==> config.mk <==
export PLATFORM = sky130hd
export DESIGN_NAME = csq_chain
export DESIGN_NICKNAME = d
export VERILOG_FILES = /design/src/rtl/csq_pkg.sv /design/src/rtl/csq_cell.sv /design/src/rtl/csq_chain.sv
export SDC_FILE = /design/constraint.sdc
export NUM_CORES = 2
export LEC_CHECK = 0
export BUFFER_PORTS_ARGS = -buffer_cell sky130_fd_sc_hd__buf_2
export CORE_MARGIN = 2
export CORE_UTILIZATION = 64
export CTS_BUF_LIST = sky130_fd_sc_hd__clkbuf_16
export DETAILED_ROUTE_END_ITERATION = 7
export HOLD_SLACK_MARGIN = 0.12
export PLACE_DENSITY = 0.8
export SYNTH_ARGS = -nofsm -noshare
export SYNTH_HDL_FRONTEND = slang
export SYNTH_SLANG_ARGS = --single-unit
==> constraint.sdc <==
create_clock -name i_clk -period 11 [get_ports i_clk]
set_clock_uncertainty 0.15 [all_clocks]
set_input_delay 0 -clock i_clk [delete_from_list [all_inputs] [get_ports i_clk]]
set_output_delay 0 -clock i_clk [all_outputs]
set_load 0.005 [all_outputs]
==> src/rtl/csq_pkg.sv <==
// Types and constants of the C-SCAN disk request queue.
// Shared by the queue cell, the per-unit chain and the top level; no dependencies.
package csq_pkg;

    localparam int TAG_W    = 8;
    localparam int TRACK_W  = 10;
    localparam int SECTOR_W = 4;
    localparam int BUF_W    = 32;
    localparam int TCNT_W   = 11;
    localparam int OCC_W    = 6;
    localparam int STATUS_W = 2;

    // Operation codes
    localparam logic FUNC_ENQ = 1'b0;
    localparam logic FUNC_DEQ = 1'b1;

    // Status codes
    localparam logic [STATUS_W-1:0] ST_OK    = 2'd0;
    localparam logic [STATUS_W-1:0] ST_FULL  = 2'd1;
    localparam logic [STATUS_W-1:0] ST_EMPTY = 2'd2;
    localparam logic [STATUS_W-1:0] ST_BADTRK = 2'd3;

    localparam logic [TCNT_W-1:0] TRACK_COUNT_RST = 11'd1024;

    typedef struct packed {
        logic                func;
        logic                unit;
        logic [TAG_W-1:0]    requester_tag;
        logic [TRACK_W-1:0]  track;
        logic [SECTOR_W-1:0] first_sector;
        logic [SECTOR_W-1:0] sector_count;
        logic                is_write;
        logic [BUF_W-1:0]    buffer_handle;
    } t_csq_in;

    typedef struct packed {
        logic [STATUS_W-1:0] status;
        logic [TAG_W-1:0]    out_tag;
        logic [TRACK_W-1:0]  out_track;
        logic [SECTOR_W-1:0] out_first_sector;
        logic [SECTOR_W-1:0] out_sector_count;
        logic                out_is_write;
        logic [BUF_W-1:0]    out_buffer_handle;
        logic [OCC_W-1:0]    queue_occupancy;
    } t_csq_out;

    // One queued request
    typedef struct packed {
        logic [TAG_W-1:0]    tag;
        logic [TRACK_W-1:0]  track;
        logic [SECTOR_W-1:0] first_sector;
        logic [SECTOR_W-1:0] sector_count;
        logic                is_write;
        logic [BUF_W-1:0]    buffer_handle;
    } t_csq_entry;

    // Command to every cell of one unit's chain
    typedef struct packed {
        logic enq;
        logic deq;
        logic asc;    // new track at or above the head track
    } t_csq_cmd;

    // Scan flags handed from one cell to the next
    typedef struct packed {
        logic all_ge;     // every entry so far is at or above the head track
        logic found;      // an entry so far stops the insertion scan
        logic at_or_past; // insertion point is at or before this cell
    } t_csq_link;

endpackage

==> src/rtl/csq_cell.sv <==
// One slot of a unit's request queue: holds an entry and works out its scan flags.
// Depends on csq_pkg.
module csq_cell (
    input  logic               i_clk,
    input  csq_pkg::t_csq_cmd  i_cmd,
    input  logic               i_is_head,
    input  logic               i_valid,
    input  logic [9:0]         i_head_track,
    input  logic [9:0]         i_new_track,
    input  csq_pkg::t_csq_entry i_new,
    input  csq_pkg::t_csq_entry i_prev,
    input  csq_pkg::t_csq_entry i_next,
    input  csq_pkg::t_csq_link i_link,
    output csq_pkg::t_csq_link o_link,
    output csq_pkg::t_csq_entry o_entry
);
    import csq_pkg::*;

    t_csq_entry r_entry;
    t_csq_entry n_entry;
    logic       w_ge;
    logic       w_lt;
    logic       w_all_ge;
    logic       w_stop;
    logic       w_found;

    // Compare this entry against the head and the new track
    assign w_ge     = (r_entry.track >= i_head_track);
    assign w_lt     = (r_entry.track < i_new_track);
    assign w_all_ge = i_link.all_ge && w_ge;
    assign w_stop   = !i_is_head &&
                      (i_cmd.asc ? !(w_ge && w_lt) : (!w_all_ge && !w_lt));
    assign w_found  = i_link.found || w_stop;

    // Hand the scan flags on
    always_comb begin
        o_link.all_ge     = w_all_ge;
        o_link.found      = w_found;
        o_link.at_or_past = !i_valid || w_found;
    end

    // Shift down on dequeue; on enqueue take the neighbor, load the new word, or hold
    always_comb begin
        n_entry = r_entry;
        if (i_cmd.deq) begin
            n_entry = i_next;
        end else if (i_cmd.enq) begin
            if (i_link.at_or_past) begin
                n_entry = i_prev;
            end else if (o_link.at_or_past) begin
                n_entry = i_new;
            end
        end
    end

    always_ff @(posedge i_clk) begin
        r_entry <= n_entry;
    end

    assign o_entry = r_entry;

endmodule

==> src/rtl/csq_chain.sv <==
// Request queue of one disk unit: a row of csq_cell slots and the fill count.
// Depends on csq_pkg and csq_cell.
module csq_chain #(
    parameter int DEPTH = 32
) (
    input  logic                        i_clk,
    input  logic                        i_rst_n,
    input  logic                        i_enq,
    input  logic                        i_deq,
    input  csq_pkg::t_csq_entry         i_entry,
    output csq_pkg::t_csq_entry         o_head,
    output logic [$clog2(DEPTH+1)-1:0]  o_count
);
    import csq_pkg::*;

    localparam int CW = $clog2(DEPTH+1);

    logic [CW-1:0] r_count;
    logic [CW-1:0] n_count;
    t_csq_cmd      w_cmd;
    t_csq_entry    w_entry [DEPTH];
    t_csq_entry    w_prev  [DEPTH];
    t_csq_entry    w_next  [DEPTH];
    t_csq_link     w_link  [DEPTH+1];

    // Pick the run the new track joins
    always_comb begin
        w_cmd.enq = i_enq;
        w_cmd.deq = i_deq;
        w_cmd.asc = (i_entry.track >= w_entry[0].track);
    end

    // Scan starts with an empty prefix
    always_comb begin
        w_link[0].all_ge     = 1'b1;
        w_link[0].found      = 1'b0;
        w_link[0].at_or_past = 1'b0;
    end

    for (genvar g = 0; g < DEPTH; g++) begin : g_cell
        if (g == 0) begin : g_first
            assign w_prev[g] = i_entry;
        end else begin : g_mid
            assign w_prev[g] = w_entry[g-1];
        end
        if (g == DEPTH-1) begin : g_last
            assign w_next[g] = w_entry[g];
        end else begin : g_inner
            assign w_next[g] = w_entry[g+1];
        end

        csq_cell u_cell (
            .i_clk        (i_clk),
            .i_cmd        (w_cmd),
            .i_is_head    (g == 0),
            .i_valid      (r_count > CW'(g)),
            .i_head_track (w_entry[0].track),
            .i_new_track  (i_entry.track),
            .i_new        (i_entry),
            .i_prev       (w_prev[g]),
            .i_next       (w_next[g]),
            .i_link       (w_link[g]),
            .o_link       (w_link[g+1]),
            .o_entry      (w_entry[g])
        );
    end

    // Advance the fill count
    always_comb begin
        n_count = r_count;
        if (i_enq) begin
            n_count = r_count + CW'(1);
        end else if (i_deq) begin
            n_count = r_count - CW'(1);
        end
    end

    always_ff @(posedge i_clk) begin
        if (!i_rst_n) begin
            r_count <= '0;
        end else begin
            r_count <= n_count;
        end
    end

    assign o_head  = w_entry[0];
    assign o_count = r_count;

endmodule

# Yosys cells after proc, flatten, opt, wreduce, memory -nomap -nowiden
# Index checks and enable logic that the tools add are counted.
[classes] mux=158 n_lt_le_gt_ge=96 reduce_logical=341 n_bitwise=1 n_eq_ne=2 addsub=2
[op_table] cell="$mux 59" count=125
[op_table] cell="$ge 10x10->1" count=33
[op_table] cell="$lt 10x10->1" count=31
[op_table] cell="$logic_not 1->1" count=124
[op_table] cell="$gt 6x5->1 const B" count=16
[op_table] cell="$logic_and 1x1->1" count=93
[op_table] cell="$reduce_bool 3->1" count=29
[op_table] cell="$reduce_and 2->1" count=31
[op_table] cell="$logic_or 1x1->1" count=61
[op_table] cell="$gt 6x4->1 const B" count=8
[op_table] cell="$mux 1" count=31
[op_table] cell="$gt 6x3->1 const B" count=4
[op_table] cell="$gt 6x1->1 const B" count=2
[op_table] cell="$gt 6x2->1 const B" count=2
[op_table] cell="$mux 6" count=2
[op_table] cell="$add 6x1->6 const B" count=1
[op_table] cell="$sub 6x1->6 const B" count=1
[op_table] cell="$reduce_bool 2->1" count=2
[op_table] cell="$ne 3x2->1 const B" count=1
[op_table] cell="$reduce_and 3->1" count=1
[op_table] cell="$ne 2x2->1 const B" count=1
[op_table] cell="$not 1->1" count=1
[totals] in_bits=63 wordCells=793 ff_bits=1894

# Longest topological paths before layout
[logic_depth] word_depth=40 ltp_mapped=18

# Hierarchy
# Synthesis repeated with hierarchy kept, for this count alone.
[unflattened] cells_unflattened=10873 area_unflattened_um2=115114.2
[by_module_without_submodules] module="csq_cell (g_cell[0].u_cell ...)" instances=20 cells_per_inst=336 area_per_inst_um2=3575.9 seq_area_each_um2=1771.7
[by_module_without_submodules] module="csq_cell (g_cell[28].u_cell ...)" instances=12 cells_per_inst=335 area_per_inst_um2=3555.9 seq_area_each_um2=1771.7
[by_module_without_submodules] module="csq_chain" instances=1 cells_per_inst=133 area_per_inst_um2=924.6 seq_area_each_um2=120.1

# Least setup slack after synthesis
# Ideal clock, no wire load.
[synth_timing] path_kind="register -> register" from="register g_cell[0].u_cell.r_entry, in the netlist g_cell[0].u_cell.o_entry[44]" to="register g_cell[27].u_cell.r_entry, in the netlist g_cell[27].u_cell.o_entry[0], enable pin" slack_ns=1.884 synth_period_minus_slack_ns=9.116 required_ns=10.293 path_stages_with_launch=18 setup_ns=0.557 arrival_ns=8.409 path_cell_list="edfxtp_1 inv_1 ha_1 a2111oi_0 o21ai_0 a221oi_1 nor2_1 nand4b_1 nor3_1 clkbuf_1 a32oi_1 nor3_2 nand4_1 clkbuf_1 clkbuf_1 clkbuf_1 nor3_1 o21ai_0"
[synth_between] elab_chain_cells=35 word_cells_on_any_way=221 classes_between="order compare (29); mux (27); reduce/logical (165)"
[synth_rtl] item="from (decl)" line_no="csq_cell.sv:19" source="t_csq_entry r_entry;"
[synth_rtl] item="from (signal assigned)" line_no="csq_cell.sv:57" source="r_entry <= n_entry;"
[synth_rtl] item="$ge 10x10->1" line_no="csq_cell.sv:28" source="assign w_ge = (r_entry.track >= i_head_track);"
[synth_rtl] item="$logic_and 1x1->1 (2 in a row)" line_no="csq_cell.sv:30" source="assign w_all_ge = i_link.all_ge && w_ge;"
[synth_rtl] item="$logic_not 1->1 or $logic_and 1x1->1 (tied branches)" line_no="csq_cell.sv:32, csq_cell.sv:30"
[synth_rtl] item="$logic_and 1x1->1 (tied with other cells)" line_no="csq_cell.sv:32" source="(i_cmd.asc ? !(w_ge && w_lt) : (!w_all_ge && !w_lt));"
[synth_rtl] item="$mux 1 (tied with other cells)" line_no="csq_cell.sv:32"
[synth_rtl] item="$logic_or 1x1->1 (tied with other cells) (24 in a row)" line_no="csq_cell.sv:33" source="assign w_found = i_link.found || w_stop;"
[synth_rtl] item="$logic_or 1x1->1 or $mux 1 (tied branches)" line_no="csq_cell.sv:33, csq_cell.sv:32"
[synth_rtl] item="$logic_or 1x1->1" line_no="csq_cell.sv:33"
[synth_rtl] item="$logic_or 1x1->1" line_no="csq_cell.sv:39" source="o_link.at_or_past = !i_valid || w_found;"
[synth_rtl] item="$reduce_bool 3->1 (no source line) *"
[synth_rtl] item="$reduce_and 2->1 (no source line) *"
[synth_rtl] item="to (signal assigned)" line_no="csq_cell.sv:57"
[synth_rtl] item="to (decl)" line_no="csq_cell.sv:19"
# Mark *: on every way between the ends. The rest lies on a longest branch, timed or not.
# A chain may end at the register's enable or synchronous reset.

# Worst setup path after layout
[layout_timing] from="register g_cell[0].u_cell.r_entry, in the netlist g_cell[0].u_cell.o_entry[41]" to="register g_cell[26].u_cell.r_entry, in the netlist g_cell[26].u_cell.o_entry[52], enable pin"
[layout_between] elab_chain_cells=34 word_cells_on_any_way=213 classes_between="order compare (28); mux (26); reduce/logical (159)"
[layout_rtl] item="$ge 10x10->1" line_no="csq_cell.sv:28"
[layout_rtl] item="$logic_and 1x1->1 (2 in a row)" line_no="csq_cell.sv:30"
[layout_rtl] item="$logic_not 1->1 or $logic_and 1x1->1 (tied branches)" line_no="csq_cell.sv:32, csq_cell.sv:30"
[layout_rtl] item="$logic_and 1x1->1 (tied with other cells)" line_no="csq_cell.sv:32"
[layout_rtl] item="$mux 1 (tied with other cells)" line_no="csq_cell.sv:32"
[layout_rtl] item="$logic_or 1x1->1 (tied with other cells) (23 in a row)" line_no="csq_cell.sv:33"
[layout_rtl] item="$logic_or 1x1->1 or $mux 1 (tied branches)" line_no="csq_cell.sv:33, csq_cell.sv:32"
[layout_rtl] item="$logic_or 1x1->1" line_no="csq_cell.sv:33"
[layout_rtl] item="$logic_or 1x1->1" line_no="csq_cell.sv:39"
[layout_rtl] item="$reduce_bool 3->1 (no source line) *"
[layout_rtl] item="$reduce_and 2->1 (no source line) *"
[layout_rtl] item="to (signal assigned)" line_no="csq_cell.sv:57"
[layout_rtl] item="to (decl)" line_no="csq_cell.sv:19"
# Marked as above.

==> out/qor.csv <==
stage,metric,value,unit
status,status,"complete, no violations",
detailed_routing,Residual DRC,0,
setup_path,FF-to-FF setup slack,2680,ps
min_path,Min-Delay Path Class,in2reg,
job,Max-Cap Viols,0,
setup_path,reg2reg end,g_cell[26].u_cell.o_entry[52]$_DFFE_PP_,
synth,Post-synth ARST share,0,%
setup_path,R2R depth,16,
setup_path,crit path from,g_cell[0].u_cell.o_entry[41]$_DFFE_PP_,
detailed_routing,total wire length,368000,µm
finish,area grow syn2layout,7.539,%
timing,pin slew with the least headroom to its limit,1327,ps
cts,H-tree level count,4,
floorplan,I/O Pins,128,
timing,Sum Neg Setup Slack,0,ps
timing,Slew Limit Headroom,11.45,%
detailed_routing,Routed Antenna Nets,0,
setup_path,Worst Path Max Fanout,233,
synth,sequential element share of the synthesized area,51.12,%
synth,Mapped Nets,11186,
detailed_routing,vias after detailed routing,90191,
min_path,Hold Crit Start,i_deq,
synth,main flop type after synthesis,edfxtp_1,
timing,RSZ-0062 raised after global routing,false,
floorplan,Die Width,420.7,µm
timing,final worst slack,2681,ps
synth,Gate Count Post-Synth,10520,
cts,CTS tree,done,
global_route,met1 usage,56.02,%
setup_path,Crit Path Category,reg2reg,
detailed_routing,DR WL/cell,29.33,µm
finish,nets@finish,10728,
detailed_routing,Via density,7.188,
synth,largest cells by area after synthesis,"edfxtp_1, mux2i_1, o21ai_0, ha_1, nand2_1",
synth,Yosys cell types,79,
synth,top cell type's share of synthesized area,51.01,%
global_route,number of global-route vias before repair,85630,
synth,mapped cell area,0.1111,mm²
detailed_routing,Initial DRC Count,13945,
floorplan,chip height,420.7,µm
finish,Reg area,0.05681,mm²
detailed_routing,TritonRoute pass-1 iters,7,
floorplan,die area,0.1770,mm²
global_route,most used routing layer,met2,
setup_path,reg2reg start,g_cell[0].u_cell.o_entry[41]$_DFFE_PP_,
setup_path,Crit. End Element,register,
power,leakage,47.81,nW
timing,final hold vios,0,
placed_design,IO buf count,127,
global_route,Overflow after GRT,0,
timing,Max Clock Freq,120.2,MHz
timing,Tcrit/Tclk final,75.63,%
floorplan,core area,0.1721,mm²
global_route,largest net degree at the start of global routing,297,
cts,"Clk pin slew, worst setup/hold paths",60,ps
cts,Bufs on Longest Clock Path,3,
setup_path,CP arrival,8700,ps
global_route,Total GRT Usage,40.66,%
cts,CTS Sinks,1894,
synth,Yosys warnings,0,
finish,Fillers,12442,
cts,Root Buffer,clkbuf_16,
min_path,Hold Crit Depth,4,
placed_design,hpwl dp,223400,µm
synth,number of synthesized flops with an enable pin,1888,
global_route,met2 usage in global routing,59.49,%
setup_path,"Req. time, crit path",11380,ps
global_route,initial antenna violation count,16,
floorplan,initial core utilization,64.58,%
finish,Multi-input gate area,0.05051,mm²
global_route,first-pass GRT wire length,544200,µm
power,Pwr Total,0.02215,W
timing,final hold slack,175.5,ps
finish,share of cells above drive strength 1,6.895,%
placed_design,routability cong.,0.9945,
cts,Clock Latency Late Sink,890,ps
placed_design,Place WS,3255,ps
cts,post-CTS setup buffers,0,
min_path,Hold EP,g_cell[0].u_cell.o_entry[54]$_DFFE_PP_,
cts,clock buffer count from CTS,200,
timing,Tmin final,8319,ps
global_route,M3 GR Usage,11.10,%
timing,max-slew violation count,0,
setup_path,CP startpoint kind,register,
power,PwrDens,185.4,mW/mm²
floorplan,row cnt,152,
power,maximum vdd drop,0.1488,mV
timing,final setup fails,0,
synth,Yosys top cell by area,edfxtp_1,
synth,Seq cells post-synth,1894,
synth,syn avg cell area,10.57,µm²
critical path: stages (launching register included):
cell and delay (ps):
edfxtp_1 870, buf_4 560, ha_1 230, nor2b_1 40
o21ai_0 200, a41oi_1 160, o21ai_1 430, nand3_1 430
nor4b_2 1040, a31oi_1 270, nor4_1 680, nand4_1 250
buf_12 310, buf_4 640, nor3_1 400, o21ai_4 270
buf_4 490
how the worst max path moves through the flow:
stage / end / slack [ps]
after detailed placement: g_cell[26].u_cell.o_entry[16]$_DFFE_PP_ / 3250
final: g_cell[26].u_cell.o_entry[52]$_DFFE_PP_ / 2680
after global routing: g_cell[26].u_cell.o_entry[36]$_DFFE_PP_ / 2600
after global placement: g_cell[26].u_cell.o_entry[12]$_DFFE_PP_ / 3300
after CTS: g_cell[26].u_cell.o_entry[36]$_DFFE_PP_ / 3270
after floorplan: g_cell[27].u_cell.o_entry[0]$_DFFE_PP_ / 1880
registers in the layout, indices dropped and copies added (netlist names):
register	count
g_cell.u_cell.o_entry	1888
o_count	6
layout make-up:
class / instances / area share, %
well taps: 2310 / 2.418
clock inverters: 165 / 1.009
clock buffers: 200 / 4.187
inverters: 87 / 0.2795
multi-input cells: 7514 / 42.26
diodes: 12 / 0.02512
flip-flops and latches: 1894 / 47.53
repair buffers: 365 / 2.288
what timing repair did:
item / 4_1_cts / 5_1_grt
hold endpoints to repair: 1983 / 0
hold buffers: 64 / 0
resized for setup: 0 / 0
per-stage QoR:
step | cells | utilization [%] | area (µm²)
after CTS | 12535 | 69.43 | 119500
after detailed placement | 12106 | 65.45 | 112600
final | 12547 | 69.44 | 119500
after global routing | 12541 | 69.44 | 119500
after floorplan | 10520 | - | 111100
after global placement | 12106 | 65.45 | 112600
power breakdown:
group          switching, W  total [W]  internal, W
logic               0.00329    0.00510      0.00180
registers          0.000965     0.0105      0.00952
clock network       0.00301    0.00657      0.00356
total               0.00727     0.0222       0.0149
metal layers:
layer	wire length (µm)	share of wire [%]
met1	141500	38
met2	158500	43
met3	47990	13
met4	19990	5.4
met5	64	0.017
cell usage after synthesis, types with 10 or more instances:
cell type and n:
a31oi_1 436, a2bb2oi_1 233, nor3_1 94, inv_1 85, o2111ai_1 13, o21ai_0 1717
and2_1 68, buf_4 11, a311o_1 58, clkbuf_1 782, nand4_1 265, edfxtp_1 1888
nand3_1 44, buf_2 93, a41oi_1 67, o211ai_1 31, buf_1 133, mux2_1 10
o21ai_1 29, o31ai_1 130, a21oi_1 193, a2111oi_0 19, a21o_1 73, a221oi_1 17
nor2b_1 19, mux2i_1 1190, a211oi_1 33, nand2_1 1534, nor4_1 10, o21a_1 42
nor2_1 368, nand2b_1 45, mux2_2 48, ha_1 603
placed cells by master (no fill, tap or decap), types with 189 or more instances in the layout:
cell type and n:
edfxtp_1 1888, o21ai_0 1705, nand2_1 1513, mux2i_1 1190, ha_1 603, a31oi_1 435
nor2_1 364, nand4_1 265, a2bb2oi_1 233, clkbuf_16 200, a21oi_1 189
logic make-up after synthesis:
logic type               count (synthesis)  synth area share [%]
XOR/XNOR                                 4               0.03153
AND/OR/NAND/NOR                       2502                 9.740
flip-flops                            1894                 51.12
AO/OA/AOI/OAI                         3156                 17.07
buffers and inverters                 1112                 3.938
adder cells (fa/ha/maj)                604                 6.797
multiplexers                          1248                 11.30
Power figures use the tool's default switching activity.
